[config.mk]
export PLATFORM = sky130hd
export DESIGN_NAME = mpf_alu
export DESIGN_NICKNAME = d
export VERILOG_FILES = /design/src/sv/mpf_pkg.sv /design/src/sv/mpf_alu.sv
export SDC_FILE = /design/constraint.sdc
export NUM_CORES = 1
export LEC_CHECK = 0
export BUFFER_PORTS_ARGS = -buffer_cell sky130_fd_sc_hd__buf_2
export CAP_MARGIN = 40
export CORE_MARGIN = 2
export CORE_UTILIZATION = 35
export DETAILED_ROUTE_END_ITERATION = 8
export PLACE_DENSITY = 0.87
export SETUP_SLACK_MARGIN = 0.3
export SLEW_MARGIN = 20
export SYNTH_ARGS = -nofsm -noshare
export SYNTH_HDL_FRONTEND = slang
export SYNTH_SLANG_ARGS = --single-unit
[constraint.sdc]
create_clock -name vclk -period 1.85
set_clock_uncertainty 0.1 [all_clocks]
set_input_delay 0.2775 -clock vclk [all_inputs]
set_output_delay 0.2775 -clock vclk [all_outputs]
set_load 0.02 [all_outputs]
[src/sv/mpf_pkg.sv]
// mpf_pkg: shared types and constants for the page-organized monochrome frame buffer
// used by every module of the block; no dependencies
package mpf_pkg;

    localparam int unsigned DEF_PANEL_WIDTH  = 128;
    localparam int unsigned DEF_PANEL_HEIGHT = 64;

    localparam logic [7:0] FILL_BLACK = 8'h00;
    localparam logic [7:0] FILL_WHITE = 8'hFF;

    typedef enum logic [1:0] {
        CMD_FILL  = 2'd0,
        CMD_PIXEL = 2'd1,
        CMD_LINE  = 2'd2,
        CMD_READ  = 2'd3
    } t_cmd;

    typedef enum logic [2:0] {
        S_IDLE,
        S_CLEAR,
        S_RMW_RD,
        S_RMW_WR,
        S_READ,
        S_READ_OUT
    } t_state;

    typedef struct packed {
        logic rd_en;
        logic wr_en;
    } t_mem_ctl;

endpackage

[src/sv/mpf_alu.sv]
// mpf_alu: shared address and bit-update unit, used once per column of a draw
// depends on mpf_pkg
module mpf_alu
    import mpf_pkg::*;
#(
    parameter int unsigned PANEL_WIDTH  = DEF_PANEL_WIDTH,
    parameter int unsigned PANEL_HEIGHT = DEF_PANEL_HEIGHT
) (
    input  logic [$clog2(PANEL_WIDTH*((PANEL_HEIGHT+7)/8))-1:0] i_base,
    input  logic [7:0]                                          i_col,
    input  logic [2:0]                                          i_bit,
    input  logic                                                i_white,
    input  logic [7:0]                                          i_byte,
    output logic [$clog2(PANEL_WIDTH*((PANEL_HEIGHT+7)/8))-1:0] o_addr,
    output logic [7:0]                                          o_byte
);

    localparam int unsigned STORE_BYTES = PANEL_WIDTH * ((PANEL_HEIGHT + 7) / 8);
    localparam int unsigned ADDR_W      = $clog2(STORE_BYTES);

    logic [7:0] mask;

    assign o_addr = i_base + ADDR_W'(i_col);
    assign mask   = 8'd1 << i_bit;
    assign o_byte = i_white ? (i_byte | mask) : (i_byte & ~mask);

endmodule

# ---- Word level (Yosys, flattened, before mapping)
# Index checks and enable logic that the tools add are counted.
dict set report op_classes {
  bitwise_logic 3
  n_shift 1
  add_sub_neg 1
  n_mux 1
}
# op count
set ops {}
lappend ops {{$add 10x8->10} 1}
lappend ops {{$and 8x8->8} 1}
lappend ops {{$mux 8} 1}
lappend ops {{$not 8->8} 1}
lappend ops {{$or 8x8->8} 1}
lappend ops {{$shl 1x3->8 const A} 1}
dict set report word_totals {
  register_bits 0
  inputBits 30
  wordCells 6
  out_inout_bits 18
}

# ---- Longest topological paths before layout
dict set report logic_depth {
  depth_word 4
  mapped_depth 7
}

# ---- Worst setup path after synthesis
# Ideal clock, no wire load.
dict set report synth_path {
  path_type {in2out}
  start {in i_base[0]}
  end {out o_addr[6]}
  arrival_ps 1700
  n_path_buf 0
  path_slack_ps -228
  cell_stages 7
  cell_sequence {ha_1 -> inv_1 -> fa_1 -> and2b_1 -> o2111ai_1 -> nand3b_1 -> xor2_1}
}
dict set report synth_via {
  elab_chain_cells 1
}
# item line
set synth_lines {}
lappend synth_lines {{start: declaration} mpf_alu.sv:9} ;# input logic [$clog2(PANEL_WIDTH*((PANEL_HEIGHT+7)/8))-1:0] i_base,
lappend synth_lines {{$add 10x8->10} mpf_alu.sv:23} ;# assign o_addr = i_base + ADDR_W'(i_col);
lappend synth_lines {{end: declaration} mpf_alu.sv:14} ;# output logic [$clog2(PANEL_WIDTH*((PANEL_HEIGHT+7)/8))-1:0] o_addr,
# No other way between the ends.

# ---- Final worst setup path
dict set report layout_path {
  start {in i_col[0]}
  end {out o_addr[8]}
}
dict set report layout_via {
  elab_chain_cells 1
}
# item line
set layout_lines {}
lappend layout_lines {{start: declaration} mpf_alu.sv:10} ;# input logic [7:0] i_col,
lappend layout_lines {{$add 10x8->10} mpf_alu.sv:23}
# No other way between the ends.

==> results.py <==
metrics = {
    "floorplan": {
        "rows": 14,
        "core_um2": 1490,
        "initial_core_util": 0.371,
        "dieWidth_um": 43.8,
        "ios": 48,
        "die_h_um": 43.8,
        "die-area_um2": 1910,
    },
    "worst_hold_path": {
        "hold_start": "i_base[0]",
        "hp-class": "in -> out",
        "holdPathEnd": "o_addr[0]",
        "min_path_cells": 3,
    },
    "pwr": {
        "p_sw_uw": 227,
        "intPower_uw": 239,
        "p_per_area_nw_per_um2": 394,
        "leakage_uw": 0.000533,
        "p_clk_frac": 0,
        "power_uw": 466,
        "combPwrFrac": 1.000,
        "vdd_drop_max_mv": 0.241,
        "p_seq_frac": 0,
        "p_sw_frac": 0.487,
    },
    "grt": {
        "grt_pass1_vias": 714,
        "grt_max_degree": 9,
        "antenna_found_initial": 0,
        "grt_use_total": 0.176,
        "grt_pass1_wl_um": 2720,
        "grt_overflow": 0,
    },
    "yosys": {
        "synth_xor_area_frac": 0.111,
        "syn_inst": 72,
        "synthSimpleGateAreaFrac": 0.215,
        "synthAdderAreaFrac": 0.217,
        "netlist_area_um2": 553,
        "synthMuxAreaShare": 0.163,
        "ys_types": 31,
        "seq_area_frac_synth": 0,
        "synth_top_family_by_area": "compound AO/OA/AOI/OAI gates",
        "synth_fp_nets": 111,
        "ys.warnings.count": 0,
        "synth-compound-area-share": 0.238,
        "syn_area_per_cell_um2": 7.68,
    },
    "cells_and_area": {
        "nets": 169,
        "drive_above_1_share": 0.758,
        "nClkBuffers": 0,
        "seq_cells": 0,
        "syn_to_final_growth_pct": 114,
        "fillers": 85,
        "diodes": 0,
        "finish.utilization": 0.795,
        "layout_commonest_cell": "buf_2",
        "register_area_um2": 0,
        "multiInputGateArea_um2": 741,
        "final_cell_mix": "32 x buf_2, 13 x buf_4, 10 x buf_6, 8 x mux2_2, 7 x ha_4",
    },
    "drt": {
        "drtPass1Iterations": 4,
        "wirelength_um": 1790,
        "ant_nets": 0,
        "wl_per_cell_um": 12.4,
        "remaining_drc_errors": 0,
        "drt-initial-drc-count": 3,
        "vias": 726,
        "vias_per_cell": 5.04,
    },
    "critical_path": {
        "worstSetupPathType": "in -> out",
        "worstPathRequired_ps": 1470,
        "cp-end-kind": "output port",
        "crit_arrival_ps": 1730,
        "start_kind": "primary input",
        "crit_fanout": 2,
    },
    "sta": {
        "maxSlewViolCount": 0,
        "setup_viol": 6,
        "clock.fmax_mhz": 475,
        "hold_viol_final": 0,
        "max_slew_margin": 0.720,
        "fin_tns_setup_ps": -865,
        "period_share": 1.14,
        "period_minus_slack_ps": 2100,
        "holdWs_ps": 777,
        "rsz0062_at_grt": "yes",
        "worst_slack_ps": -254,
        "worstMarginPinSlew_ps": 415,
    },
    "place": {
        "numPortBuffers": 48,
        "dp_hpwl_um": 1390,
        "dp_slack_ps": -392,
        "place.gp.congestion": 0.774,
    },
    "status": {
        "violations": "negative setup slack",
        "outcome": "finished with violations",
    },
    "clock_network": {
        "cts_hold_buffers": 0,
    },
    "flow_run": {
        "maxCapViolCount": 0,
    },
}
==> how the worst max path moves through the flow <==
stage | from | endpoint | cells after the start
6_report | i_col[0] | o_addr[8] | 9
5_1_grt | i_col[0] | o_addr[8] | 9
4_1_cts | i_col[0] | o_addr[8] | 9
3_5_place_dp | i_base[0] | o_addr[8] | 9
3_3_place_gp | i_base[0] | o_addr[8] | 9
2_1_floorplan | i_base[0] | o_addr[8] | 7
==> logic make-up after synthesis <==
logic type | Yosys count
multiplexers | 8
AO/OA/AOI/OAI | 18
AND/OR/NAND/NOR | 22
XOR/XNOR | 7
buffers and inverters | 8
adder cells (fa/ha/maj) | 9
==> stage by stage <==
step                std cells  cell area, µm²
finish                    144            1180
global placement          141             993
CTS                       143            1090
global route              144            1180
detailed placement        141             993
floorplan                  72             689
==> critical path, cell delays in order <==
cell and delay (ps):
buf_8 70, ha_4 120, inv_2 30, fa_2 320, and2b_2 260, o2111ai_4 130
a31oi_4 220, xnor2_2 120, buf_4 160
==> area by class of cell <==
type	count	share of cell area
multi-input combinational	64	0.626
timing repair buffer	58	0.338
inverter	6	0.0190
tap	16	0.0169
==> what timing repair did <==
item	CTS	global route
pin swaps	12	14
setup buffers	2	1
gates resized for setup	21	20
hold endpoints to repair	0	0
setup endpoints to repair	11	11
==> power by group through the flow <==
stage / logic (µW) / registers, µW / clock network, µW
after global placement: 368 / 0 / 0
after CTS: 427 / 0 / 0
after detailed placement: 379 / 0 / 0
after global routing: 497 / 0 / 0
final: 466 / 0 / 0
after floorplan: 256 / 0 / 0
==> layer usage <==
layer / track usage / wire length, µm / vias up
met5: 0 / 0 / -
met4: 0 / 0 / 0
met3: 0.00833 / 115 / 0
met2: 0.382 / 1020 / 28
met1: 0.189 / 657 / 323
li1: - / - / 375
==> cells in the mapped netlist (2+ instances only) <==
cell type | number | area [µm²]
mux2_2 | 8 | 90.1
nand3b_1 | 4 | 30.0
nor3_1 | 2 | 10.0
o21ai_0 | 2 | 10.0
a21oi_1 | 4 | 20.0
nor3b_1 | 2 | 15.0
nand2_1 | 4 | 15.0
ha_1 | 8 | 100
inv_1 | 6 | 22.5
xnor2_1 | 6 | 52.6
nor2_1 | 5 | 18.8
nand3_1 | 2 | 10.0
No activity file was read; power rests on OpenSTA's default activity.
