### config.mk
export PLATFORM = sky130hd
export DESIGN_NAME = mpf_ctrl
export DESIGN_NICKNAME = d
export VERILOG_FILES = /design/src/sv/mpf_pkg.sv /design/src/sv/mpf_ctrl.sv
export SDC_FILE = /design/constraint.sdc
export NUM_CORES = 1
export LEC_CHECK = 0
export ABC_AREA = 1
export ABC_CLOCK_PERIOD_IN_PS = 5600
export BUFFER_PORTS_ARGS = -buffer_cell sky130_fd_sc_hd__buf_2
export CELL_PAD_IN_SITES_DETAIL_PLACEMENT = 1
export CELL_PAD_IN_SITES_GLOBAL_PLACEMENT = 1
export CORE_MARGIN = 2
export CORE_UTILIZATION = 37
export DETAILED_ROUTE_END_ITERATION = 8
export PLACE_DENSITY_LB_ADDON = 0.08
export REMOVE_ABC_BUFFERS = 1
export SYNTH_ARGS = -nofsm -noshare
export SYNTH_HDL_FRONTEND = slang
export SYNTH_SLANG_ARGS = --single-unit
### constraint.sdc
create_clock -name i_clk -period 5.6 [get_ports i_clk]
set_input_delay 1.12 -clock i_clk [delete_from_list [all_inputs] [get_ports i_clk]]
set_output_delay 1.12 -clock i_clk [all_outputs]
set_load 0.02 [all_outputs]
### src/sv/mpf_pkg.sv
// mpf_pkg: shared types and constants for the page-organized monochrome frame buffer
// used by every module of the block; no dependencies
package mpf_pkg;

    localparam int unsigned DEF_PANEL_WIDTH  = 128;
    localparam int unsigned DEF_PANEL_HEIGHT = 64;

    localparam logic [7:0] FILL_BLACK = 8'h00;
    localparam logic [7:0] FILL_WHITE = 8'hFF;

    typedef enum logic [1:0] {
        CMD_FILL  = 2'd0,
        CMD_PIXEL = 2'd1,
        CMD_LINE  = 2'd2,
        CMD_READ  = 2'd3
    } t_cmd;

    typedef enum logic [2:0] {
        S_IDLE,
        S_CLEAR,
        S_RMW_RD,
        S_RMW_WR,
        S_READ,
        S_READ_OUT
    } t_state;

    typedef struct packed {
        logic rd_en;
        logic wr_en;
    } t_mem_ctl;

endpackage

### src/sv/mpf_ctrl.sv
// mpf_ctrl: command sequencer, clear/fill sweep, column walk and result register
// depends on mpf_pkg; drives mpf_store and uses mpf_alu results
module mpf_ctrl
    import mpf_pkg::*;
#(
    parameter int unsigned PANEL_WIDTH  = DEF_PANEL_WIDTH,
    parameter int unsigned PANEL_HEIGHT = DEF_PANEL_HEIGHT
) (
    input  logic                                                i_clk,
    input  logic                                                i_rst_n,
    input  logic                                                i_in_valid,
    output logic                                                o_in_ready,
    input  logic [1:0]                                          i_command,
    input  logic [7:0]                                          i_x_start,
    input  logic [7:0]                                          i_x_end,
    input  logic [7:0]                                          i_row,
    input  logic [2:0]                                          i_page,
    input  logic                                                i_color,
    input  logic                                                i_invert_this,
    input  logic                                                i_global_invert_we,
    input  logic                                                i_global_invert,
    output logic                                                o_out_valid,
    input  logic                                                i_out_ready,
    output logic [7:0]                                          o_read_data,
    output t_mem_ctl                                            o_mem_ctl,
    output logic [$clog2(PANEL_WIDTH*((PANEL_HEIGHT+7)/8))-1:0] o_mem_addr,
    output logic [7:0]                                          o_mem_wr_data,
    input  logic [7:0]                                          i_mem_rd_data,
    output logic [$clog2(PANEL_WIDTH*((PANEL_HEIGHT+7)/8))-1:0] o_alu_base,
    output logic [7:0]                                          o_alu_col,
    output logic [2:0]                                          o_alu_bit,
    output logic                                                o_alu_white,
    input  logic [$clog2(PANEL_WIDTH*((PANEL_HEIGHT+7)/8))-1:0] i_alu_addr,
    input  logic [7:0]                                          i_alu_byte
);

    localparam int unsigned PAGE_COUNT  = (PANEL_HEIGHT + 7) / 8;
    localparam int unsigned STORE_BYTES = PANEL_WIDTH * PAGE_COUNT;
    localparam int unsigned ADDR_W      = $clog2(STORE_BYTES);
    localparam logic [ADDR_W-1:0] CNT_LAST = ADDR_W'(STORE_BYTES - 1);
    localparam logic [7:0]        COL_MAX  = 8'(PANEL_WIDTH - 1);

    t_state            r_state, n_state;
    logic [ADDR_W-1:0] r_cnt, n_cnt;
    logic [7:0]        r_fill_byte, n_fill_byte;
    logic [ADDR_W-1:0] r_base, n_base;
    logic [7:0]        r_col, n_col;
    logic [7:0]        r_last, n_last;
    logic [2:0]        r_bit, n_bit;
    logic              r_white, n_white;
    logic              r_oor, n_oor;
    logic              r_invert;
    logic              r_out_valid, n_out_valid;
    logic [7:0]        r_out_data, n_out_data;

    t_cmd        cmd;
    logic        accept;
    logic        col_ok;
    logic        row_ok;
    logic        page_ok;
    logic [7:0]  line_last;
    logic [7:0]  draw_last;
    logic [2:0]  sel_page;
    logic [11:0] base_full;
    logic        load_out;

    assign cmd        = t_cmd'(i_command);
    assign o_in_ready = (r_state == S_IDLE);
    assign accept     = i_in_valid && o_in_ready;

    assign col_ok    = {1'b0, i_x_start} < 9'(PANEL_WIDTH);
    assign row_ok    = {1'b0, i_row} < 9'(PANEL_HEIGHT);
    assign page_ok   = {1'b0, i_page} < 4'(PAGE_COUNT);
    assign line_last = ({1'b0, i_x_end} > 9'(PANEL_WIDTH - 1)) ? COL_MAX : i_x_end;
    assign draw_last = (cmd == CMD_LINE) ? line_last : i_x_start;
    // with the default height rows reach at most 63, so the page of a row is bits 5:3
    assign sel_page  = (cmd == CMD_READ) ? i_page : i_row[5:3];
    assign base_full = 12'(sel_page) * 12'(PANEL_WIDTH);

    // next state
    always_comb begin
        n_state = r_state;
        case (r_state)
            S_IDLE: begin
                if (accept) begin
                    case (cmd)
                        CMD_FILL: n_state = S_CLEAR;
                        CMD_READ: n_state = S_READ;
                        default: begin
                            if (col_ok && row_ok && (i_x_start <= draw_last)) begin
                                n_state = S_RMW_RD;
                            end
                        end
                    endcase
                end
            end
            S_CLEAR: begin
                if (r_cnt == CNT_LAST) begin
                    n_state = S_IDLE;
                end
            end
            S_RMW_RD:   n_state = S_RMW_WR;
            S_RMW_WR: begin
                n_state = (r_col == r_last) ? S_IDLE : S_RMW_RD;
            end
            S_READ:     n_state = S_READ_OUT;
            S_READ_OUT: begin
                if (!r_out_valid || i_out_ready) begin
                    n_state = S_IDLE;
                end
            end
            default:    n_state = S_IDLE;
        endcase
    end

    // memory and result outputs
    always_comb begin
        o_mem_ctl     = '0;
        o_mem_addr    = i_alu_addr;
        o_mem_wr_data = i_alu_byte;
        load_out      = 1'b0;
        case (r_state)
            S_CLEAR: begin
                o_mem_ctl.wr_en = 1'b1;
                o_mem_addr      = r_cnt;
                o_mem_wr_data   = r_fill_byte;
            end
            S_RMW_RD:   o_mem_ctl.rd_en = 1'b1;
            S_RMW_WR:   o_mem_ctl.wr_en = 1'b1;
            S_READ:     o_mem_ctl.rd_en = !r_oor;
            S_READ_OUT: load_out = !r_out_valid || i_out_ready;
            default:    o_mem_ctl = '0;
        endcase
    end

    // datapath registers
    always_comb begin
        n_cnt       = r_cnt;
        n_fill_byte = r_fill_byte;
        n_base      = r_base;
        n_col       = r_col;
        n_last      = r_last;
        n_bit       = r_bit;
        n_white     = r_white;
        n_oor       = r_oor;
        n_out_valid = r_out_valid;
        n_out_data  = r_out_data;

        if (accept) begin
            n_cnt       = '0;
            n_fill_byte = i_color ? FILL_WHITE : FILL_BLACK;
            n_base      = ADDR_W'(base_full);
            n_col       = i_x_start;
            n_last      = draw_last;
            n_bit       = i_row[2:0];
            n_white     = i_color ^ (i_invert_this | r_invert);
            n_oor       = !(page_ok && col_ok);
        end
        if (r_state == S_CLEAR) begin
            n_cnt = r_cnt + 1'b1;
        end
        if (r_state == S_RMW_WR) begin
            n_col = r_col + 1'b1;
        end

        if (o_out_valid && i_out_ready) begin
            n_out_valid = 1'b0;
        end
        if (load_out) begin
            n_out_valid = 1'b1;
            n_out_data  = r_oor ? FILL_BLACK : i_mem_rd_data;
        end
    end

    always_ff @(posedge i_clk) begin
        if (!i_rst_n) begin
            // reset starts a black clearing sweep
            r_state     <= S_CLEAR;
            r_cnt       <= '0;
            r_fill_byte <= FILL_BLACK;
            r_invert    <= 1'b0;
            r_out_valid <= 1'b0;
        end else begin
            r_state     <= n_state;
            r_cnt       <= n_cnt;
            r_fill_byte <= n_fill_byte;
            r_out_valid <= n_out_valid;
            if (i_global_invert_we) begin
                r_invert <= i_global_invert;
            end
        end
    end

    always_ff @(posedge i_clk) begin
        r_base     <= n_base;
        r_col      <= n_col;
        r_last     <= n_last;
        r_bit      <= n_bit;
        r_white    <= n_white;
        r_oor      <= n_oor;
        r_out_data <= n_out_data;
    end

    assign o_out_valid = r_out_valid;
    assign o_read_data = r_out_data;
    assign o_alu_base  = r_base;
    assign o_alu_col   = r_col;
    assign o_alu_bit   = r_bit;
    assign o_alu_white = r_white;

endmodule

# ---- After elaboration in Yosys (flattened, before gate mapping)
# Index checks and enable logic that the tools add are counted.
dict set report op_classes {
  add_sub_neg 2
  n_lt_le_gt_ge 4
  eq_ne 13
  mux 22
  bitwise_logic 2
  reduce_logical 15
}
# op count
set op_table {}
lappend op_table {{2-to-1 mux 8 bit} 6}
lappend op_table {{2-to-1 mux 10 bit} 3}
lappend op_table {{one-hot mux 3 bit (6 select lines)} 1}
lappend op_table {{2-to-1 mux 3 bit} 5}
lappend op_table {{adder 10 x 1 -> 10 bit, second input constant} 1}
lappend op_table {{== test 10 bit, second input constant} 1}
lappend op_table {{adder 8 x 1 -> 8 bit, second input constant} 1}
lappend op_table {{== test 8 bit} 1}
lappend op_table {{greater-than comparator 8 x 7 -> 1 bit, second input constant} 1}
lappend op_table {{<= comparator 8 bit} 1}
lappend op_table {{less-than comparator 8 x 7 -> 1 bit, second input constant} 1}
lappend op_table {{less-than comparator 8 bit, second input constant} 1}
lappend op_table {{== test 3 x 2 -> 1 bit, second input constant} 2}
lappend op_table {{== test 3 bit, second input constant} 2}
lappend op_table {{one-hot mux 3 bit (2 select lines)} 1}
lappend op_table {{nonzero test 2 bit} 3}
lappend op_table {{== test 2 bit, second input constant} 2}
lappend op_table {{logical AND 1 bit} 4}
lappend op_table {{2-to-1 mux 1 bit} 4}
lappend op_table {{inequality test 2 bit, second input constant} 2}
lappend op_table {{inequality test 4 x 1 -> 1 bit, second input constant} 1}
lappend op_table {{AND reduction 4 bit} 1}
lappend op_table {{== test 3 x 1 -> 1 bit, second input constant} 1}
lappend op_table {{zero test 1 bit} 3}
lappend op_table {{9 further kinds} 9}
dict set report totals {
  register_bits 55
  input_bits 63
  output_inout_bits 52
  wordCells 70
}

# ---- Logic depth before layout (Yosys ltp)
# Gate-level depths: netlist (run 1).
dict set report depth {
  depth_word 9
  ltp_mapped 20
  depth_no_buf 20
}

# ---- Least setup slack after synthesis (run 1)
# Ideal clock, no wire load.
dict set report synth_timing {
  path_kind {input to register}
  start {input port i_command[0]}
  end {register r_state[2]}
  setup_ps 71
  t_arrival_ps 2743
  t_required_ps 5529
  path_slack_ps 2786
  path_stages 16
  path_buffers 0
  cell_sequence {inv_1 -> ha_1 -> inv_1 -> nor2_1 -> inv_1 -> o22ai_1 -> ha_1 -> a21oi_1 -> nor2_1 -> nor2_1 -> nand2_1 -> nand2_1 -> nand2_1 -> nand2_1 -> nand3_1 -> a21oi_1}
}
dict set report synth_between {
  elab_chain_cells 6
  word_cells_on_any_way 11
  classes_between {order compare (1); eq/ne (3); mux (4); reduce/logical (3)}
}
# item line
set synth_lines {}
lappend synth_lines {{start: declaration} mpf_ctrl.sv:13} ;# input logic [1:0] i_command,
lappend synth_lines {{== test 2 bit} mpf_ctrl.sv:75} ;# assign draw_last = (cmd == CMD_LINE) ? line_last : i_x_start;
lappend synth_lines {{2-to-1 mux 8 bit} mpf_ctrl.sv:75}
lappend synth_lines {{<= comparator 8 bit} mpf_ctrl.sv:90} ;# if (col_ok && row_ok && (i_x_start <= draw_last)) begin
lappend synth_lines {{logical AND 1 bit} mpf_ctrl.sv:90}
lappend synth_lines {{inequality test 4 x 1 -> 1 bit (no source line)} --}
lappend synth_lines {{AND reduction 4 bit (no source line)} --}
lappend synth_lines {{end signal: assignment} mpf_ctrl.sv:184} ;# r_state <= n_state;
lappend synth_lines {{end: declaration} mpf_ctrl.sv:43} ;# t_state r_state, n_state;
# Several ways; a longest one is shown, not always the timed one. The select of a mux whose other input is x is not followed.
# A chain may end at the register's enable or synchronous reset.

# ---- Worst setup path after layout (run 1)
dict set report layout_timing {
  start {register r_state[1]}
  end {output port o_mem_addr[0]}
}
dict set report layout_between {
  elab_chain_cells 2
}
# item line
set layout_lines {}
lappend layout_lines {{== test 3 x 1 -> 1 bit} mpf_ctrl.sv:122} ;# case (r_state)
lappend layout_lines {{2-to-1 mux 10 bit} mpf_ctrl.sv:122}
lappend layout_lines {{end: declaration} mpf_ctrl.sv:26} ;# output logic [$clog2(PANEL_WIDTH*((PANEL_HEIGHT+7)/8))-1:0] o_mem_addr,
# Every way passes these cells.

==> flow_metrics.tcl, run 1 <==
set metrics [dict create \
    required_ps 4480 \
    cap_violations 0 \
    post_cts_buffers 0 \
    core_um2 7292 \
    cts.sinks 48 \
    clk_latency_ps 310 \
    final_cell_mix "buf_2, nand2_1, inv_1" \
    num_io_pins 115 \
    ys_ff_latch 48 \
    routedWlPerCell_um 13.97 \
    final_common_cell "buf_2" \
    row_count 31 \
    max_stage_delay_ps 720 \
    wirelength_um 7472 \
    cts_inserted_buffers 5 \
    first_global_vias 2599 \
    cts_max_level 2 \
    period_share_pct 60.78 \
    drv_slew 0 \
    drcViolationCount 0 \
    status "complete, no violations" \
    critPathKind "flop to output port" \
    n_antenna_cell 0 \
    cts_max_path_buffers 2 \
    yosysWarnings 0 \
    slowest_stage "nor3_4" \
    final_antenna_net_count 0 \
    grt_util_all_layers_pct 18.11 \
    die_h_um 91.19 \
    yosys-top-cells-area "edfxtp_1, dfxtp_1, nand2_1, ha_1, inv_1" \
    grt_max_degree 24 \
    die_x_um 91.19 \
    power_density_nw_per_um2 203.5 \
    dieArea_um2 8316 \
    p_leak_uw 0.001703 \
    max_slew_margin_pct 27.97 \
    synth_cell_types 40 \
    grt_first_pass_wirelength_um 12010 \
    cts.repair.resized 0 \
    cp_max_fo 23 \
    setup_viol 0 \
    cp-end-kind "output port" \
    drt-initial-drc-count 44 \
    syn_area_per_cell_um2 8.549 \
    first_pass_iters 4 \
    nets 513 \
    max_freq_ghz 0.2938 \
    rsz0062_at_grt "no" \
    drive_gt1_share_pct 30.73 \
    vias 2563 \
    hold_viol_final 0 \
    fin_cells 535 \
    period_needed_ps 3404 \
    ir_drop_mv 0.09536 \
    synth_top_area_share_pct 34.16 \
    syn_to_final_growth_pct 25.00 \
    arrival_ps 2280 \
    hold_path_class "flop to flop" \
    worstSetupStartpointType "flop" \
    hold_buffers 0 \
    syn_inst 329 \
    syn_area_um2 2813 \
    cp_cell_sequence "nor3_4 -> inv_2 -> nor2_1 -> inv_1 -> o21a_1 -> buf_2" \
    start_util_pct 38.57 \
    viasPerCell 4.791 \
    dp_hpwl_um 5948 \
    place.gp.congestion 0.8222 \
    synth_top_area_cell "edfxtp_1" \
    path_clk_slew_ps 90 \
    portBuffers 107 \
    grt_antenna_before_repair 0 \
    fin_setup_tns_ps 0 \
    grt.overflow.total 0 \
    ys_seq_area_share_pct 45.55 \
    post-place-cells 527 \
    cts_tree "yes" \
    clock-root-buffer "clkbuf_8" \
    tightest_slew_ps 1079 \
    finClkSkew_ps 4.906 \
]
power by group:
group / switching [µW] / total [µW] / internal, µW / leakage [µW]
logic: 41.2 / 75.4 / 34.1 / 0.00123
registers: 2.97 / 382 / 379 / 0.000418
clock network: 125 / 258 / 132 / 0.0000541
layout make-up:
| type | instances | area [µm²] |
|---|---|---|
| tap | 99 | 123.9 |
| fill | 937 | 3776 |
| clock buffer | 5 | 68.82 |
| clock inverter | 3 | 42.54 |
| multi-input combinational | 226 | 1287 |
| timing repair buffer | 107 | 535.5 |
| inverter | 47 | 176.4 |
| sequential | 48 | 1281 |
synth_stat cells (all sizes together):
master and instances:
a211oi 2, nand2 80, conb 1, nor2 29, a21o 1, o21ai 18, ha 15, o211ai 1
nand4 5, nand3b 1, clkbuf 3, mux2 3, xor2 3, dfxtp 16, and3 1, o221ai 1
a21boi 1, xnor2 11, a21oi 16, o21a 3, o22ai 6, nor4 2, inv 47, edfxtp 32
nand3 11, buf 11, a221oi 2, nor3 7
per-layer routing:
metal  wire length, µm  vias up  track usage, %
li1                  -     1282               -
met1              3254     1196           21.17
met2              3766       78           33.15
met3               370        7           4.066
met4                82        0           4.924
met5                 0        -               0
critical path: cells and delay by family, from the launching register on:
kind | cells | cell delay [ps]
flip-flops | 1 | 390
AO/OA/AOI/OAI | 1 | 100
AND/OR/NAND/NOR | 2 | 900
buffers and inverters | 3 | 580
worst paths after layout:
path / startpoint / end / slack, ps / depth (start not counted)
worst max register to register: r_state[1] / o_alu_col[4] / 3130 / 5
worst min register to register: r_cnt[4] / r_cnt[4] / 490 / 2
worst min-delay path: r_cnt[4] / r_cnt[4] / 490 / 2
worst max-delay path: r_state[1] / o_mem_addr[0] / 2200 / 6
kinds of logic (layout without fill, tap and decap cells):
kind of cell | count (synthesis) | count (layout) | share of synthesized area [%]
muxes | 3 | 3 | 1.201
adders and majority gates | 15 | 15 | 6.673
AOI/OAI and AO/OA | 51 | 51 | 10.77
xor gates and xnor gates | 14 | 14 | 4.360
and+or+nand+nor | 136 | 136 | 21.62
buffers and inverters | 61 | 162 | 9.697
other | 1 | 7 | 0.1333
DFF | 48 | 48 | 45.55
registers in the layout, indices dropped and copies added, names as in the netlist:
register and flops:
r_state 3, o_alu_col 8, o_alu_base 3, r_cnt 10
o_out_valid 1, r_invert 1, o_read_data 8, r_last 8
o_alu_bit 3, r_oor 1, o_alu_white 1, r_fill_byte 1
through the flow:
step	instance area [µm²]	hold WS [ps]	power, µW	utilization [%]	setup slack, ps
final	3516	493.1	715.4	48.22	2196
after global routing	3516	526.0	742.3	48.22	1994
after CTS	3516	491.7	721.3	48.22	2165
after detailed placement	3405	476.5	466.4	46.69	2274
after global placement	3405	466.5	463.6	46.69	2458
after floorplan	2739	457.9	429.6	-	2787
No activity file was read; power rests on OpenSTA's default activity.
==> run 2, diff against run 1 <==
--- a/config.mk
+++ b/config.mk
@@ -6,12 +6,12 @@
 export NUM_CORES = 1
 export LEC_CHECK = 0
 export ABC_AREA = 1
-export ABC_CLOCK_PERIOD_IN_PS = 5600
+export ABC_CLOCK_PERIOD_IN_PS = 2800
 export BUFFER_PORTS_ARGS = -buffer_cell sky130_fd_sc_hd__buf_2
 export CELL_PAD_IN_SITES_DETAIL_PLACEMENT = 1
 export CELL_PAD_IN_SITES_GLOBAL_PLACEMENT = 1
 export CORE_MARGIN = 2
-export CORE_UTILIZATION = 37
+export CORE_UTILIZATION = 31
 export DETAILED_ROUTE_END_ITERATION = 8
 export PLACE_DENSITY_LB_ADDON = 0.08
 export REMOVE_ABC_BUFFERS = 1
==> constraint.sdc (replaced) <==
create_clock -name i_clk -period 2.8 [get_ports i_clk]
set_input_delay 0.56 -clock i_clk [delete_from_list [all_inputs] [get_ports i_clk]]
set_output_delay 0.56 -clock i_clk [all_outputs]
set_load 0.02 [all_outputs]
==> run 2 against run 1 <==
Clock skew grew 11 ps. Worst setup slack got worse by 1700 ps. Utilization fell by 8.0 points. Register-to-register slack got worse by 2300 ps. Die area rose by 18%. Via count shrank 1.4%. Non-clock buffer count increased by 4. Critical path depth is 1 lower. First-iteration DRC count shrank 18%. Design area increased by 0.32%.
==> flow_metrics.tcl, run 2 (synthesized netlist as in run 1, its figures left out) <==
set metrics [dict create \
    status "complete, no violations" \
    clock-root-buffer "clkbuf_8" \
    nets 517 \
    syn_to_final_growth_pct 25.40 \
    p_comb_share_pct 11.2 \
    wirelength_um 7491 \
    cts_max_path_buffers 2 \
    drt-initial-drc-count 36 \
    slowest_stage "dfxtp_1" \
    r2r_slack_ps 850 \
    hold_viol_final 0 \
    routedWlPerCell_um 13.67 \
    final_cell_mix "buf_2, nand2_1, inv_1" \
    die_h_um 99.26 \
    num_io_pins 115 \
    grt_util_all_layers_pct 15.69 \
    place.gp.congestion 0.7711 \
    row_count 34 \
    final_common_cell "buf_2" \
    crit_top_cell "a21oi_1" \
    finalWorstSetupSlack_ps 506.1 \
    first_global_vias 2583 \
    start_util_pct 32.10 \
    cts.sinks 48 \
    arrival_ps 1730 \
    drive_gt1_share_pct 30.91 \
    wl_met1_um 3203 \
    ir_drop_mv 0.1629 \
    setup_viol 0 \
    finClkSkew_ps 15.53 \
    met3WireLength_um 349 \
    pre_cts_ws_ps 276.6 \
    grt_max_degree 24 \
    cts_max_level 2 \
    viasPerCell 4.611 \
    intPower_uw 1001 \
    hold_path_class "input port to flop" \
    cap_violations 0 \
    power_density_nw_per_um2 381.4 \
    r2r_start "r_state[1]" \
    grt_first_pass_wirelength_um 12280 \
    multiInputGateArea_um2 1281 \
    n_antenna_cell 0 \
    first_pass_iters 4 \
    crit_buf_inv 2 \
    cp-end-kind "output port" \
    cp_cell_sequence "inv_1 -> nor3_1 -> a21oi_1 -> a21oi_1 -> buf_2" \
    worst_r2r_endpoint "o_alu_col[1]" \
    largest_reg_flops 10 \
    top_layer "met4" \
    die_x_um 99.26 \
    portBuffers 107 \
    core_um2 8763 \
    rsz0062_at_grt "no" \
    final-seq-area_um2 1281 \
    power_frac_clock_pct 31.9 \
    min_to "o_alu_bit[0]" \
    min-delay-start "i_row[0]" \
    p_leak_uw 0.001705 \
    largest-register "r_cnt" \
    dp_hpwl_um 6063 \
    crit_family "flip-flops" \
    path_clk_slew_ps 100 \
    drv_slew 0 \
    grt_antenna_before_repair 0 \
    critPathKind "flop to output port" \
    grt.overflow.total 0 \
    required_ps 2240 \
    fin_setup_tns_ps 0 \
    clk_latency_ps 320 \
    max_stage_delay_ps 460 \
    final_antenna_net_count 0 \
    dieArea_um2 9852 \
    hold_path_depth 1 \
    cts_inserted_buffers 5 \
    drcViolationCount 0 \
    ff2ff_path_depth 5 \
    period_needed_ps 2294 \
    cts_tree "yes" \
    period_share_pct 81.93 \
    wl_met2_um 3826 \
    post_cts_buffers 0 \
    cts.repair.resized 0 \
    fillers 1118 \
    worstSetupStartpointType "flop" \
    swShare_pct 25.59 \
    hold_buffers 0 \
    cp_max_fo 5 \
    power_frac_seq_pct 56.9 \
    vias 2527 \
    switchingPower_uw 344.2 \
    max_freq_ghz 0.4359 \
]
-- run 2: worst max-delay path by stage --
stage / slack (ps) / endpoint / startpoint / cells past startpoint
floorplan: 550 / r_state[2] / i_command[0] / 16
global placement: 370 / r_state[2] / i_command[0] / 17
detailed placement: 280 / r_state[2] / i_command[0] / 21
CTS: 480 / o_mem_ctl[1] / r_state[1] / 5
global route: 270 / r_state[2] / i_command[0] / 21
finish: 510 / o_mem_ctl[1] / r_state[1] / 5
-- run 2: worst reg2reg max path: cells and delay by family (launching register included) --
family,cells,cell delay (ps)
buffers and inverters,1,190
DFF,1,380
and+or+nand+nor,4,1020
-- run 2: power groups by stage --
stage	Clock, µW	Sequential (µW)	Combinational (µW)
finish	429	765	151
global route	468	766	176
detailed placement	0	781	153
global placement	0	781	150
floorplan	0	779	79.9
CTS	446	765	154
-- run 2: routing by layer --
| layer | GRT usage (%) | vias up |
|---|---|---|
| met1 | 18.67 | 1166 |
| met2 | 28.27 | 66 |
| met4 | 4.847 | 0 |
| met5 | 0 | - |
| met3 | 3.303 | 8 |
| li1 | - | 1287 |
-- run 2: per-stage QoR --
stage                     area (µm²)  instances  utilization (%)  power, µW  hold WS (ps)
after global routing            3527        548            40.25       1410         418.1
after global placement          3440        540            39.25      930.2         469.2
after CTS                       3527        548            40.25       1365         414.3
after floorplan                 2739        321                -      859.2         457.9
after detailed placement        3440        540            39.25      934.2         493.2
final                           3527        548            40.25       1345         422.1
-- run 2: final cells by class --
type | instances | share of cell area (%)
clock buffers | 5 | 1.951
inverters | 47 | 5.002
flip-flops and latches | 48 | 36.33
multi-input cells | 226 | 36.33
repair buffers | 111 | 16.03
clock inverters | 3 | 0.5321
well taps | 108 | 3.831
==> run 3, diff against run 2 <==
--- a/config.mk
+++ b/config.mk
@@ -5,13 +5,13 @@
 export SDC_FILE = /design/constraint.sdc
 export NUM_CORES = 1
 export LEC_CHECK = 0
-export ABC_AREA = 1
-export ABC_CLOCK_PERIOD_IN_PS = 2800
+export ABC_AREA = 0
+export ABC_CLOCK_PERIOD_IN_PS = 2200
 export BUFFER_PORTS_ARGS = -buffer_cell sky130_fd_sc_hd__buf_2
 export CELL_PAD_IN_SITES_DETAIL_PLACEMENT = 1
 export CELL_PAD_IN_SITES_GLOBAL_PLACEMENT = 1
 export CORE_MARGIN = 2
-export CORE_UTILIZATION = 31
+export CORE_UTILIZATION = 36
 export DETAILED_ROUTE_END_ITERATION = 8
 export PLACE_DENSITY_LB_ADDON = 0.08
 export REMOVE_ABC_BUFFERS = 1
==> constraint.sdc (replaced) <==
create_clock -name i_clk -period 2.2 [get_ports i_clk]
set_input_delay 0.44 -clock i_clk [delete_from_list [all_inputs] [get_ports i_clk]]
set_output_delay 0.44 -clock i_clk [all_outputs]
set_load 0.02 [all_outputs]
==> run 3 against run 2 <==
First-iteration DRC count up 130%. Clock skew down 11 ps. Die area down 12%. Highest routed layer unchanged. Clock power up 110%. Design area up 6.4%. Utilization up 8.6 points. Count of clock-buffer cells in the layout unchanged.
==> flow_metrics.tcl, run 3 <==
set metrics [dict create \
    finClkSkew_ps 4.533 \
    clock-root-buffer "clkbuf_8" \
    rsz0062_at_grt "no" \
    tightest_slew_ps 630.9 \
    grt_use_met3_pct 3.626 \
    fin_cells 526 \
    grt.overflow.total 0 \
    die_x_um 93.08 \
    hold_path_depth 1 \
    cts_tree "yes" \
    synth-edff-count 32 \
    syn_area_um2 2856 \
    period_needed_ps 2118 \
    grt_util_all_layers_pct 18.39 \
    grt_first_pass_wirelength_um 12650 \
    grt.busiest_layer "met2" \
    ys_ff_latch 48 \
    use_met2_pct 30.43 \
    ys_seq_area_share_pct 44.85 \
    arrival_ps 2370 \
    multiInputGateArea_um2 1463 \
    grt_max_degree 27 \
    die_h_um 93.08 \
    drt-initial-drc-count 84 \
    intPower_uw 1637 \
    ir_drop_mv 0.3554 \
    viasPerCell 5.002 \
    place_area_um2 3548 \
    drive_gt1_share_pct 36.32 \
    fillers 932 \
    cts_inserted_buffers 5 \
    cts_max_level 2 \
    final_common_cell "buf_2" \
    first_pass_iters 4 \
    p_leak_uw 0.001858 \
    synthArstFlopShare_pct 0 \
    worstSetupStartpointType "input port" \
    switchingPower_uw 431.9 \
    start_util_pct 37.16 \
    wirelength_um 7831 \
    period_share_pct 96.29 \
    hold_viol_final 0 \
    cts.sinks 48 \
    ff2ff_path_depth 3 \
    final_antenna_net_count 0 \
    row_count 32 \
    met1_usage_pct 24.18 \
    largest-register "r_cnt" \
    max_slew_margin_pct 57.79 \
    place.gp.congestion 0.8041 \
    syn_inst 304 \
    status "complete, no violations" \
    drcViolationCount 0 \
    final_area_um2 3754 \
    syn_to_final_growth_pct 31.41 \
    largest_reg_flops 10 \
    cp_max_fo 6 \
    max_freq_ghz 0.4720 \
    required_ps 2450 \
    final_cell_mix "buf_2, nand2_1, edfxtp_1" \
    path_clk_slew_ps 90 \
    power_frac_seq_pct 47.0 \
    dp_hpwl_um 5992 \
    power_density_nw_per_um2 551.1 \
    yosys-top-cells-count "nand2_1, edfxtp_1, nor2_1" \
    p_comb_share_pct 10.3 \
    synth_top_area_share_pct 33.64 \
    yosys-top-cells-area "edfxtp_1, dfxtp_1, nand2_1, ha_1, xor2_1" \
    final_core_util_pct 48.83 \
    portBuffers 107 \
    synth_top_area_cell "edfxtp_1" \
    syn_area_per_cell_um2 9.396 \
    cts_max_path_buffers 2 \
    cap_violations 0 \
    post-place-cells 516 \
    setup_viol 0 \
    yosysWarnings 0 \
    nets 501 \
    p_total_uw 2069 \
    core_um2 7687 \
    hold_path_class "input port to flop" \
    drv_slew 0 \
    dieArea_um2 8663 \
    final-seq-area_um2 1284 \
    first_global_vias 2614 \
    cp-end-kind "flop" \
    swShare_pct 20.88 \
    synth_most_common_cell "nand2_1" \
    power_frac_clock_pct 42.8 \
    num_io_pins 115 \
    grt_antenna_before_repair 0 \
    n_antenna_cell 0 \
    clk_latency_ps 300 \
    routedWlPerCell_um 14.89 \
    synth_cell_types 49 \
    synth_ff_type "edfxtp_1" \
    vias 2631 \
    critPathKind "input port to flop" \
]
-- run 3: cell types whose count changed after synthesis, moves of 3 or more --
cell / previous run / this run
nand2b_1: 0 / 3
a21o_1: 1 / 12
nor2b_1: 0 / 11
nand2_1: 77 / 51
nand2_2: 3 / 0
clkbuf_1: 3 / 9
o21ai_0: 9 / 14
a211oi_1: 1 / 4
inv_1: 45 / 14
and3_1: 1 / 5
o22ai_1: 6 / 2
o21ai_1: 9 / 0
xor2_1: 3 / 12
xnor2_1: 11 / 4
-- run 3: timing repair --
item                                    4_1_cts  5_1_grt
pin swaps                                     0        1
buffers inserted                              0        2
hold buffers                                  0        0
endpoints found under the setup margin        3       17
gates resized for setup                       1        8
gates cloned                                  0        0
-- run 3: path summary, 6_finish.rpt --
check | to | start | slack (ps)
setup / recovery | r_state[1] | i_command[0] | 80
setup reg to reg | o_alu_col[7] | r_state[2] | 320
hold reg to reg | r_fill_byte[6] | r_fill_byte[6] | 470
hold / removal | o_alu_bit[0] | i_row[0] | 310
-- run 3: worst max-delay path, stage by stage --
cell      delay [ps]
buf_2             90
inv_1             70
ha_4             190
clkbuf_2         150
nand2b_1         170
ha_1             330
a21oi_2          160
o211ai_1         120
or2_2            320
o22ai_2          150
and3_1           160
-- run 3: layout make-up --
cell class                      count  area share, %
Multi-Input combinational cell    229          38.97
Clock inverter                      3          2.400
Sequential cell                    48          34.20
Inverter                           14          1.400
Timing Repair Buffer              125          17.80
Clock buffer                        5          1.833
Tap cell                          102          3.400
-- run 3: metrics by stage --
stage	setup slack (ps)	hold slack (ps)	setup TNS [ps]
floorplan	-87.41	431.7	-181.9
global placement	-293.8	444.4	-783.8
detailed placement	-375.2	460.0	-1056
CTS	26.00	296.0	0
global route	1.060	289.5	0
finish	81.57	305.5	0
-- run 3: logic make-up (layout without fill, tap and decap cells) --
group	after synthesis	in the layout	share of synthesized area, %
and+or+nand+nor	129	129	22.56
AOI/OAI and AO/OA	56	56	12.70
DFF	48	48	44.85
buffers and inverters	33	147	5.825
xor gates and xnor gates	16	16	4.906
adders and majority gates	15	15	6.570
muxes	6	6	2.453
other	1	7	0.1313
-- run 3: routing by layer --
metal  wire [µm]  share of wire (%)  vias up
met1        3670                 47     1242
li1            -                  -     1284
met3         477                6.1       10
met2        3579                 46       95
met5           0                  0        -
met4         104                1.3        0
-- run 3: power by group through the flow --
stage | sequential, µW | clock [µW] | combinational [µW]
2_1_floorplan | 991 | 0 | 101
3_3_place_gp | 992 | 0 | 197
3_5_place_dp | 993 | 0 | 205
4_1_cts | 972 | 899 | 208
5_1_grt | 973 | 936 | 241
6_report | 972 | 884 | 213
